==> src/sv/bmss_pkg.sv <==
// Shared types, register indexes and helper functions for the screen selector.
package bmss_pkg;

	localparam int unsigned CfgIdxW = 3;
	localparam int unsigned ScrW    = 3;
	localparam int unsigned CntW    = 4;
	localparam int unsigned TimeW   = 32;

	typedef enum logic [CfgIdxW-1:0] {
		REG_AUTO_PERIOD  = 3'd0,
		REG_RETURN_AUTO  = 3'd1,
		REG_LONG_PRESS   = 3'd2,
		REG_DEBOUNCE     = 3'd3,
		REG_SCREEN_COUNT = 3'd4
	} cfg_reg_t;

	localparam logic [TimeW-1:0] AutoPeriodRst  = 32'd5000;
	localparam logic [TimeW-1:0] ReturnAutoRst  = 32'd15000;
	localparam logic [TimeW-1:0] LongPressRst   = 32'd500;
	localparam logic [TimeW-1:0] DebounceRst    = 32'd50;
	localparam logic [CntW-1:0]  ScreenCountRst = 4'd5;

	localparam logic [ScrW-1:0] ScrHome = 3'd0;
	localparam logic [ScrW-1:0] ScrAlt  = 3'd1;
	localparam logic [ScrW-1:0] ScrIp   = 3'd3;

	typedef struct packed {
		logic [TimeW-1:0] now_ms;
		logic             button_released;
	} in_t;

	typedef struct packed {
		logic [ScrW-1:0] screen;
		logic            auto_mode;
		logic            next_expression;
		logic            toggle_ip;
	} out_t;

	typedef struct packed {
		logic [TimeW-1:0] auto_period_ms;
		logic [TimeW-1:0] return_auto_ms;
		logic [TimeW-1:0] long_press_ms;
		logic [TimeW-1:0] debounce_ms;
		logic [CntW-1:0]  screen_count;
	} cfg_t;

	// Next screen, wrapped to the clamped count (zero acts as one, above eight as eight).
	function automatic logic [ScrW-1:0] advance_screen(logic [ScrW-1:0] s, logic [CntW-1:0] cnt);
		logic [CntW-1:0] n;
		logic [CntW-1:0] r;
		n = cnt;
		if (n == '0) n = 4'd1;
		if (n > 4'd8) n = 4'd8;
		r = {1'b0, s} + 4'd1;
		for (int i = 0; i < 8; i++) begin
			if (r >= n) r = r - n;
		end
		return r[ScrW-1:0];
	endfunction

endpackage

==> src/sv/button_menu_screen_selector.sv <==
// Button-driven menu screen selector with automatic toggling: top level.
//
// Usage: each input beat on in_data is one poll carrying a millisecond
// timestamp and the raw button level; each poll yields exactly one output
// beat on out_data with the screen, the auto flag and two one-shot actions.
// Both channels use valid/ready. Configuration is written through cfg_wen,
// cfg_idx and cfg_wdata; the user must write it only while no poll is in
// flight, and the block itself does not enforce this. A poll accepted into
// the input stage is evaluated against the selector state and registered
// into the output register, which drives out_valid, once that slot is free.
// Throughput: one poll per cycle while out_ready stays high; the state
// update is a handful of 32-bit subtract/compare operations between the
// input stage and the output register.
// Reset (arst_n low): configuration returns to its defaults, the selector
// goes to screen 0 in auto mode and both stages empty out.
// When out_ready is low the output beat holds, one more poll waits in the
// input stage, and in_ready drops until the output is taken.
module button_menu_screen_selector import bmss_pkg::*; (
	input  logic               clk,
	input  logic               arst_n,
	input  logic               in_valid,
	output logic               in_ready,
	input  in_t                in_data,
	output logic               out_valid,
	input  logic               out_ready,
	output out_t               out_data,
	input  logic               cfg_wen,
	input  logic [CfgIdxW-1:0] cfg_idx,
	input  logic [TimeW-1:0]   cfg_wdata
);

	cfg_t cfg;
	in_t  poll_s1;
	logic vld_s1;
	out_t res;
	out_t out_q;
	logic out_vld_q;
	logic adv;

	assign adv      = !out_vld_q || out_ready;
	assign in_ready = !vld_s1 || adv;

	bmss_cfg u_cfg (
		.clk       (clk),
		.arst_n    (arst_n),
		.cfg_wen   (cfg_wen),
		.cfg_idx   (cfg_idx),
		.cfg_wdata (cfg_wdata),
		.cfg       (cfg)
	);

	bmss_state u_state (
		.clk    (clk),
		.arst_n (arst_n),
		.en     (vld_s1 && adv),
		.poll   (poll_s1),
		.cfg    (cfg),
		.res    (res)
	);

	always_ff @(posedge clk or negedge arst_n) begin
		if (!arst_n) begin
			vld_s1    <= 1'b0;
			out_vld_q <= 1'b0;
		end else begin
			if (in_ready) vld_s1 <= in_valid;
			if (adv) out_vld_q <= vld_s1;
		end
	end

	always_ff @(posedge clk) begin
		if (in_ready && in_valid) poll_s1 <= in_data;
		if (adv && vld_s1) out_q <= res;
	end

	assign out_valid = out_vld_q;
	assign out_data  = out_q;

endmodule

==> src/sv/bmss_cfg.sv <==
// Configuration register file for the screen selector.
module bmss_cfg import bmss_pkg::*; (
	input  logic               clk,
	input  logic               arst_n,
	input  logic               cfg_wen,
	input  logic [CfgIdxW-1:0] cfg_idx,
	input  logic [TimeW-1:0]   cfg_wdata,
	output cfg_t               cfg
);

	cfg_t cfg_q;

	always_ff @(posedge clk or negedge arst_n) begin
		if (!arst_n) begin
			cfg_q.auto_period_ms <= AutoPeriodRst;
			cfg_q.return_auto_ms <= ReturnAutoRst;
			cfg_q.long_press_ms  <= LongPressRst;
			cfg_q.debounce_ms    <= DebounceRst;
			cfg_q.screen_count   <= ScreenCountRst;
		end else if (cfg_wen) begin
			unique case (cfg_idx)
				REG_AUTO_PERIOD:  cfg_q.auto_period_ms <= cfg_wdata;
				REG_RETURN_AUTO:  cfg_q.return_auto_ms <= cfg_wdata;
				REG_LONG_PRESS:   cfg_q.long_press_ms  <= cfg_wdata;
				REG_DEBOUNCE:     cfg_q.debounce_ms    <= cfg_wdata;
				REG_SCREEN_COUNT: cfg_q.screen_count   <= cfg_wdata[CntW-1:0];
				default: ;
			endcase
		end
	end

	assign cfg = cfg_q;

endmodule

==> src/sv/bmss_state.sv <==
// Selector state registers and the per-poll update logic.
module bmss_state import bmss_pkg::*; (
	input  logic clk,
	input  logic arst_n,
	input  logic en,
	input  in_t  poll,
	input  cfg_t cfg,
	output out_t res
);

	logic [ScrW-1:0]  screen_q;
	logic             auto_q;
	logic [TimeW-1:0] last_auto_q;
	logic [TimeW-1:0] last_click_q;
	logic [TimeW-1:0] press_start_q;
	logic             held_q;

	logic [ScrW-1:0]  screen_d;
	logic             auto_d;
	logic [TimeW-1:0] last_auto_d;
	logic [TimeW-1:0] last_click_d;
	logic [TimeW-1:0] press_start_d;
	logic             held_d;
	logic             expr_d;
	logic             ip_d;
	logic [TimeW-1:0] since_auto;
	logic [TimeW-1:0] since_click;
	logic [TimeW-1:0] dur;
	logic             is_long;

	assign since_auto  = poll.now_ms - last_auto_q;
	assign since_click = poll.now_ms - last_click_q;
	assign dur         = poll.now_ms - press_start_q;
	assign is_long     = dur >= cfg.long_press_ms;

	always_comb begin
		screen_d      = screen_q;
		auto_d        = auto_q;
		last_auto_d   = last_auto_q;
		last_click_d  = last_click_q;
		press_start_d = press_start_q;
		held_d        = held_q;
		expr_d        = 1'b0;
		ip_d          = 1'b0;

		// Timer check comes before the button.
		if (auto_q) begin
			if (since_auto > cfg.auto_period_ms) begin
				screen_d    = (screen_q == ScrHome) ? ScrAlt : ScrHome;
				last_auto_d = poll.now_ms;
			end
		end else if (since_click > cfg.return_auto_ms) begin
			auto_d      = 1'b1;
			screen_d    = ScrHome;
			last_auto_d = poll.now_ms;
		end

		if (!poll.button_released && !held_q) begin
			held_d        = 1'b1;
			press_start_d = poll.now_ms;
		end

		if (poll.button_released && held_q) begin
			held_d = 1'b0;
			if (dur > cfg.debounce_ms) begin
				last_click_d = poll.now_ms;
				auto_d       = 1'b0;
				if (screen_d == ScrHome) begin
					if (is_long) screen_d = advance_screen(screen_d, cfg.screen_count);
					else expr_d = 1'b1;
				end else if (screen_d == ScrIp) begin
					if (is_long) ip_d = 1'b1;
					else screen_d = advance_screen(screen_d, cfg.screen_count);
				end else begin
					screen_d = advance_screen(screen_d, cfg.screen_count);
				end
			end
		end
	end

	always_ff @(posedge clk or negedge arst_n) begin
		if (!arst_n) begin
			screen_q      <= ScrHome;
			auto_q        <= 1'b1;
			last_auto_q   <= '0;
			last_click_q  <= '0;
			press_start_q <= '0;
			held_q        <= 1'b0;
		end else if (en) begin
			screen_q      <= screen_d;
			auto_q        <= auto_d;
			last_auto_q   <= last_auto_d;
			last_click_q  <= last_click_d;
			press_start_q <= press_start_d;
			held_q        <= held_d;
		end
	end

	assign res.screen          = screen_d;
	assign res.auto_mode       = auto_d;
	assign res.next_expression = expr_d;
	assign res.toggle_ip       = ip_d;

endmodule

==> config.mk <==
export PLATFORM = sky130hd
export DESIGN_NAME = button_menu_screen_selector
export DESIGN_NICKNAME = d
export VERILOG_FILES = /design/src/sv/bmss_pkg.sv /design/src/sv/button_menu_screen_selector.sv /design/src/sv/bmss_cfg.sv /design/src/sv/bmss_state.sv
export SDC_FILE = /design/constraint.sdc
export NUM_CORES = 1
export LEC_CHECK = 0
export BUFFER_PORTS_ARGS = -buffer_cell sky130_fd_sc_hd__buf_4
export CORE_MARGIN = 2
export CORE_UTILIZATION = 60
export DETAILED_ROUTE_END_ITERATION = 10
export GPL_TIMING_DRIVEN = 0
export HOLD_SLACK_MARGIN = 0.02
export MAX_ROUTING_LAYER = met4
export PLACE_DENSITY = 0.78
export SYNTH_ARGS = -nofsm -noshare
export SYNTH_HDL_FRONTEND = slang
export SYNTH_HIERARCHICAL = 1
export SYNTH_SLANG_ARGS = --single-unit
export TNS_END_PERCENT = 100
==> constraint.sdc <==
create_clock -name clk -period 20.5 [get_ports clk]
set_input_delay 4.1 -clock clk [delete_from_list [all_inputs] [get_ports clk]]
set_output_delay 4.1 -clock clk [all_outputs]
set_load 0.005 [all_outputs]
## Word level (Yosys, flattened, before mapping)

Index checks and enable logic that the tools add are counted.
W data, S select, Z words.

| cells by class | value |
|---|---|
| bitwise operators | 3 |
| $lt $le $gt $ge | 31 |
| reduce and logical (&&, ||, !) cells | 27 |
| eq/ne operators | 6 |
| multiplexer cells | 166 |
| add/sub/neg operators | 28 |

Operators by type and width:

| cell | number |
|---|---|
| $mux W4 | 142 |
| $ge A4 B4 Y1 | 24 |
| $gt A32 B32 Y1 | 3 |
| $mux W32 | 3 |
| $sub A32 B32 Y32 | 3 |
| $sub A4 B4 Y4 | 21 |
| $mux W3 | 12 |
| $ge A32 B32 Y1 | 1 |
| $reduce_and A2 Y1 | 7 |
| $gt A4 B4 Y1 const B | 3 |
| $eq A3 B2 Y1 const B | 3 |
| $logic_not A3 Y1 | 3 |
| $mux W1 | 9 |
| $reduce_and A3 Y1 | 3 |
| $sub A3 B3 Y3 | 3 |
| $add A3 B1 Y4 const B | 1 |
| $logic_and A1 B1 Y1 | 4 |
| $logic_not A1 Y1 | 4 |
| $logic_not A4 Y1 | 1 |
| $reduce_bool A2 Y1 | 2 |
| $reduce_or A4 Y1 | 1 |
| $eq A3 B1 Y1 const B | 1 |
| $eq A3 B3 Y1 const B | 1 |
| $not A1 Y1 | 3 |
| 2 further kinds | 3 |

| word-level totals | value |
|---|---|
| output and inout bits | 8 |
| register bits | 274 |

## Logic depth before layout (Yosys ltp)

| depth | value |
|---|---|
| depth in word-level cells | 72 |
| depth in mapped cells | 86 |

## Modules after synthesis

Netlist, hierarchy kept.

By module, submodules not included:

| module | area each (um^2) | times used | cells an instance |
|---|---|---|---|
| bmss_state | 13,337.8 | 1 | 1,570 |
| bmss_cfg | 5,009.8 | 1 | 283 |
| button_menu_screen_selector | 1,275.0 | 1 | 47 |

## Worst setup path after synthesis

No wires, ideal clock.

| path | value |
|---|---|
| kind | reg2reg |
| from | register poll_s1[1] (netlist name) |
| to | register out_q, in the netlist out_data[5], data pin |
| cell stages (with the launch flop) | 84 |
| arrival | 16,407 ps |
| setup time | 259 ps |
| path slack | 3,834 ps |
| path buffers | 0 |
| clock period less this slack | 16,666 ps |
| cell sequence | edfxtp_1 > inv_1 > ha_1 > inv_1 > fa_1 > a21o_1 > a221oi_1 > o2bb2ai_1 > o2111ai_1 > a311oi_1 > nor2_1 > o41ai_1 > o21a_1 > nor2b_1 > a221oi_1 > xnor2_1 > ha_1 > nand4_1 > (+48 left out) > a21o_1 > mux2_2 > ha_1 > nand2_1 > nand2_1 > a21o_1 > a21oi_1 > mux2_2 > ha_1 > inv_1 > fa_1 > a21o_1 > a21o_1 > a21o_1 > nor2_1 > a22oi_1 > o211a_1 > or2_1 |

RTL lines:

| element | RTL line | text |
|---|---|---|
| from (decl) | button_menu_screen_selector.sv:33 | `in_t poll_s1;` |
| from (signal assigned) | button_menu_screen_selector.sv:72 | `if (in_ready && in_valid) poll_s1 <= in_data;` |
| to (signal assigned) | button_menu_screen_selector.sv:73 | `if (adv && vld_s1) out_q <= res;` |
| to (decl) | button_menu_screen_selector.sv:36 | `out_t out_q;` |

==> results.md <==
- **number of enable flip-flop cells after synthesis** 39
- **most numerous cell types in the synthesized netlist** sky130_fd_sc_hd__inv_1, sky130_fd_sc_hd__ha_1, sky130_fd_sc_hd__mux2_2
- **largest net degree at the start of global routing** 93
- **initial antenna violation count** 0
- **effective utilization at floorplan** 60.62%
- **final clock period utilization by the worst path** 94.12%
- **clock network latency to the later pin of the worst-skew pair** 0.58 ns
- **main flop type after synthesis** sky130_fd_sc_hd__dfrtp_1
- **largest area contributor in the netlist** sky130_fd_sc_hd__dfrtp_1
- **area taken by flip-flops and latches** 7082 um^2
- **Required @ worst endpoint** 20.83 ns
- **met3 track demand over resource in global routing** 2.930%
- **number of filler cells placed in the layout** 2,505
- **core box area** 32,370 um^2
- **DR iter-0 viols** 848
- **cell at the root of the clock tree** sky130_fd_sc_hd__clkbuf_16
- **TNS Setup** 0 ns
- **number of I/O pins** 81
- **maximum net fanout on the critical path** 10
- **final weighted congestion of routability-driven global placement** 0.9136
- **capturing element type of the critical path** flop
- **most used cell, CP** sky130_fd_sc_hd__a21o_1
- **post-synth top area share** 26.91%
- **clock tree from TritonCTS** done
- **Least-Margin Pin Slew** 0.9653 ns
- **Worst setup startpoint** poll_s1[2]
- **post-synthesis net count** 2,242
- **Netlist cell types** 80
- **number of cells on the worst reg-to-reg path** 79
- **multi-input gate area in the final layout** 11,390 um^2
- **GR Util met2** 48.25%
- **reg2reg end** out_data[5]
- **ratio of cells with drive above 1 in the final layout** 20.90%
- **Post-Route Skew** 0.01834 ns
- **clock transition time at the flip-flop clock pins of the worst setup and hold paths** 0.06 ns
- **achievable frequency** 0.05183 GHz
- **Yosys Warn Count** 6
- **highest-utilization routing layer at the global route stage** met2
- **post-layout net count** 2,357
- **type of the worst setup path** reg -> reg
- **launching point of the worst reg2reg path** poll_s1[2]
- **number of search-and-repair iterations in the first detailed-routing pass** 5
- **setup repair after global routing missed its margin** false
- **post-layout instance count excluding filler cells** 2,480
- **Total Die Area** 34,170 um^2
- **CP max stage cell** sky130_fd_sc_hd__edfxtp_1
- **clk sink count** 274
- **via count of the routed design** 14,530
- **maximum root-to-sink buffer count** 3
- **remaining design rule violation count** 0
- **cell types occupying the most area after synthesis** sky130_fd_sc_hd__dfrtp_1, sky130_fd_sc_hd__ha_1, sky130_fd_sc_hd__mux2_2, sky130_fd_sc_hd__edfxtp_1, sky130_fd_sc_hd__inv_1
- **netlist area before placement** 19,620 um^2
- **kind of start point of the critical path** flop
- **met1 capacity usage during global routing** 35.78%
- **sequential element share of the synthesized area** 36.09%
- **Port Buffers** 80
- **number of placed instances with taps included** 2,424
- **Via-to-Cell Ratio** 5.857
- **delay of the slowest cell on the worst path** 0.58 ns
- **Detailed Place HPWL** 35.45 mm
- **destination of the critical timing path** out_data[5]
- **Ant. Diodes** 0
- **outcome** completed
- **worst hold-check path type** reg -> reg
- **maxcap violations** 0
- **hold violation total from the final report** 0
- **TritonCTS buffer count** 31
- **wire length reported by the detailed router** 46.04 mm
- **vias in the first global route** 14,940
- **Final Max Tran Viols** 0
- **tightest slew margin relative to the limit** 35.22%
- **Clock H-tree levels** 1
- **Horiz. Die Dim** 184.8 um
- **Avg Cell Area, Syn** 10.33 um^2
- **average routed wire per standard cell** 18.56 um
- **most frequently used cell type in the post-synthesis netlist** sky130_fd_sc_hd__inv_1
- **number of rows created at floorplan** 66
- **fin crit period** 19.30 ns
- **Die Span Y** 184.8 um
- **wire length of the first global-routing pass** 74.33 mm
- **reg-to-reg slack, setup** 1.20 ns
- **number of nets with antenna violations after detailed routing** 0
- **area grow syn2layout** 11.39%
- **number of storage elements in the synthesis netlist** 274
- **FFs w/ async S/R, synth** 85.77%
- **final setup vio count** 0
- **aggregate global-route resource usage** 28.26%
- **worst path arrival time** 19.62 ns
- **Synth Instances** 1,900
- **total global routing overflow** 0
==> how the worst min path moves through the flow <==
stage	end	depth (start not counted)	startpoint	slack, ns
finish	u_cfg/cfg[37]	1	u_cfg/cfg[37]	0.49
global route	u_cfg/cfg[37]	1	u_cfg/cfg[37]	0.50
CTS	u_cfg/cfg[37]	1	u_cfg/cfg[37]	0.49
detailed placement	u_cfg/cfg[37]	1	u_cfg/cfg[37]	0.48
global placement	u_cfg/cfg[127]	1	u_cfg/cfg[127]	0.47
floorplan	u_state/last_auto_q[0]	2	u_state/last_auto_q[0]	0.45
==> cell type report <==
| cell class | count | area share (%) |
|---|---|---|
| clock buffer | 43 | 4.122 |
| tap | 442 | 2.530 |
| inverter | 265 | 4.551 |
| multi-input combinational | 1332 | 52.13 |
| clock inverter | 13 | 0.3492 |
| timing repair buffer | 82 | 3.034 |
| sequential | 274 | 32.40 |
| buffer | 29 | 0.8873 |
==> sequential cells by signal (all words and copies together), names as in the netlist <==
name / count
u_state/last_click_q: 32
u_cfg/cfg: 132
vld_s1: 1
u_state/held_q: 1
u_state/auto_q: 1
poll_s1: 33
out_valid: 1
u_state/press_start_q: 32
u_state/screen_q: 3
out_data: 6
u_state/last_auto_q: 32
==> per-stage QoR <==
step,setup slack [ns],utilization (%),hold slack (ns),area [um^2]
6_report,1.205,67.52,0.4902,21860
5_1_grt,0.1056,67.52,0.5029,21860
4_1_cts,0.1235,67.39,0.4921,21820
3_5_place_dp,0.2375,64.37,0.4791,20840
3_3_place_gp,0.7513,64.18,0.4682,20780
2_1_floorplan,3.834,-,0.4538,19620
==> cells by family (layout without fill, tap and decap cells) <==
logic type                 count (synthesis)  count (layout)  synth area share (%)
buffers and inverters                    294             432                 6.057
DFF                                      274             274                 36.09
AOI/OAI and AO/OA                        413             413                 14.00
adders and majority gates                269             269                 17.57
muxes                                    240             240                 13.77
and+or+nand+nor                          316             316                 8.315
xor gates and xnor gates                  94              94                 4.196
==> cell usage in the layout (no fill, tap or decap), types with 9 or more instances in the layout <==
| cell | count |
|---|---|
| sky130_fd_sc_hd__nand4_1 | 31 |
| sky130_fd_sc_hd__edfxtp_1 | 39 |
| sky130_fd_sc_hd__a211oi_1 | 11 |
| sky130_fd_sc_hd__nor2_1 | 83 |
| sky130_fd_sc_hd__nand2_1 | 66 |
| sky130_fd_sc_hd__fa_1 | 11 |
| sky130_fd_sc_hd__dfstp_2 | 24 |
| sky130_fd_sc_hd__xor2_1 | 23 |
| sky130_fd_sc_hd__nor3_1 | 20 |
| sky130_fd_sc_hd__nand2b_1 | 17 |
| sky130_fd_sc_hd__dfrtp_1 | 211 |
| sky130_fd_sc_hd__o21a_1 | 29 |
| sky130_fd_sc_hd__mux2_2 | 225 |
| sky130_fd_sc_hd__o21bai_1 | 14 |
| sky130_fd_sc_hd__o21ai_0 | 55 |
| sky130_fd_sc_hd__o211ai_1 | 13 |
| sky130_fd_sc_hd__inv_1 | 265 |
| sky130_fd_sc_hd__ha_1 | 258 |
| sky130_fd_sc_hd__buf_4 | 82 |
| sky130_fd_sc_hd__nand3_1 | 22 |
| sky130_fd_sc_hd__a31oi_1 | 11 |
| sky130_fd_sc_hd__clkbuf_1 | 13 |
| sky130_fd_sc_hd__buf_6 | 9 |
| sky130_fd_sc_hd__and3_1 | 12 |
| sky130_fd_sc_hd__nor2b_1 | 14 |
| sky130_fd_sc_hd__mux2_1 | 11 |
| sky130_fd_sc_hd__a21oi_1 | 106 |
| sky130_fd_sc_hd__xnor2_1 | 71 |
| sky130_fd_sc_hd__clkbuf_16 | 31 |
| sky130_fd_sc_hd__a21o_1 | 101 |
| sky130_fd_sc_hd__clkinv_2 | 9 |
==> routing by layer <==
layer / up-vias / share of wire [%] / wire (um)
li1: 6987 / - / -
met1: 7114 / 45 / 20600
met2: 341 / 48 / 22200
met3: 84 / 4.3 / 1983
met4: 0 / 2.7 / 1251
met5: - / 0 / 0
==> critical path: cells and delay by family (launching register included) <==
family	cells	cell delay [ns]
compound gates	38	9.11
fa+ha+maj	18	4.94
buf+inv	3	0.25
flops	1	0.58
mux	5	1.72
simple gates	15	2.43
==> what timing repair did <==
action	4_1_cts	5_1_grt
endpoints found under the setup margin	0	6
hold buffers	0	0
setup buffers	0	0
gates resized for setup	0	8
Power is not shown: default switching activity piles up to over one toggle a cycle in this logic, so the estimate is an artifact.
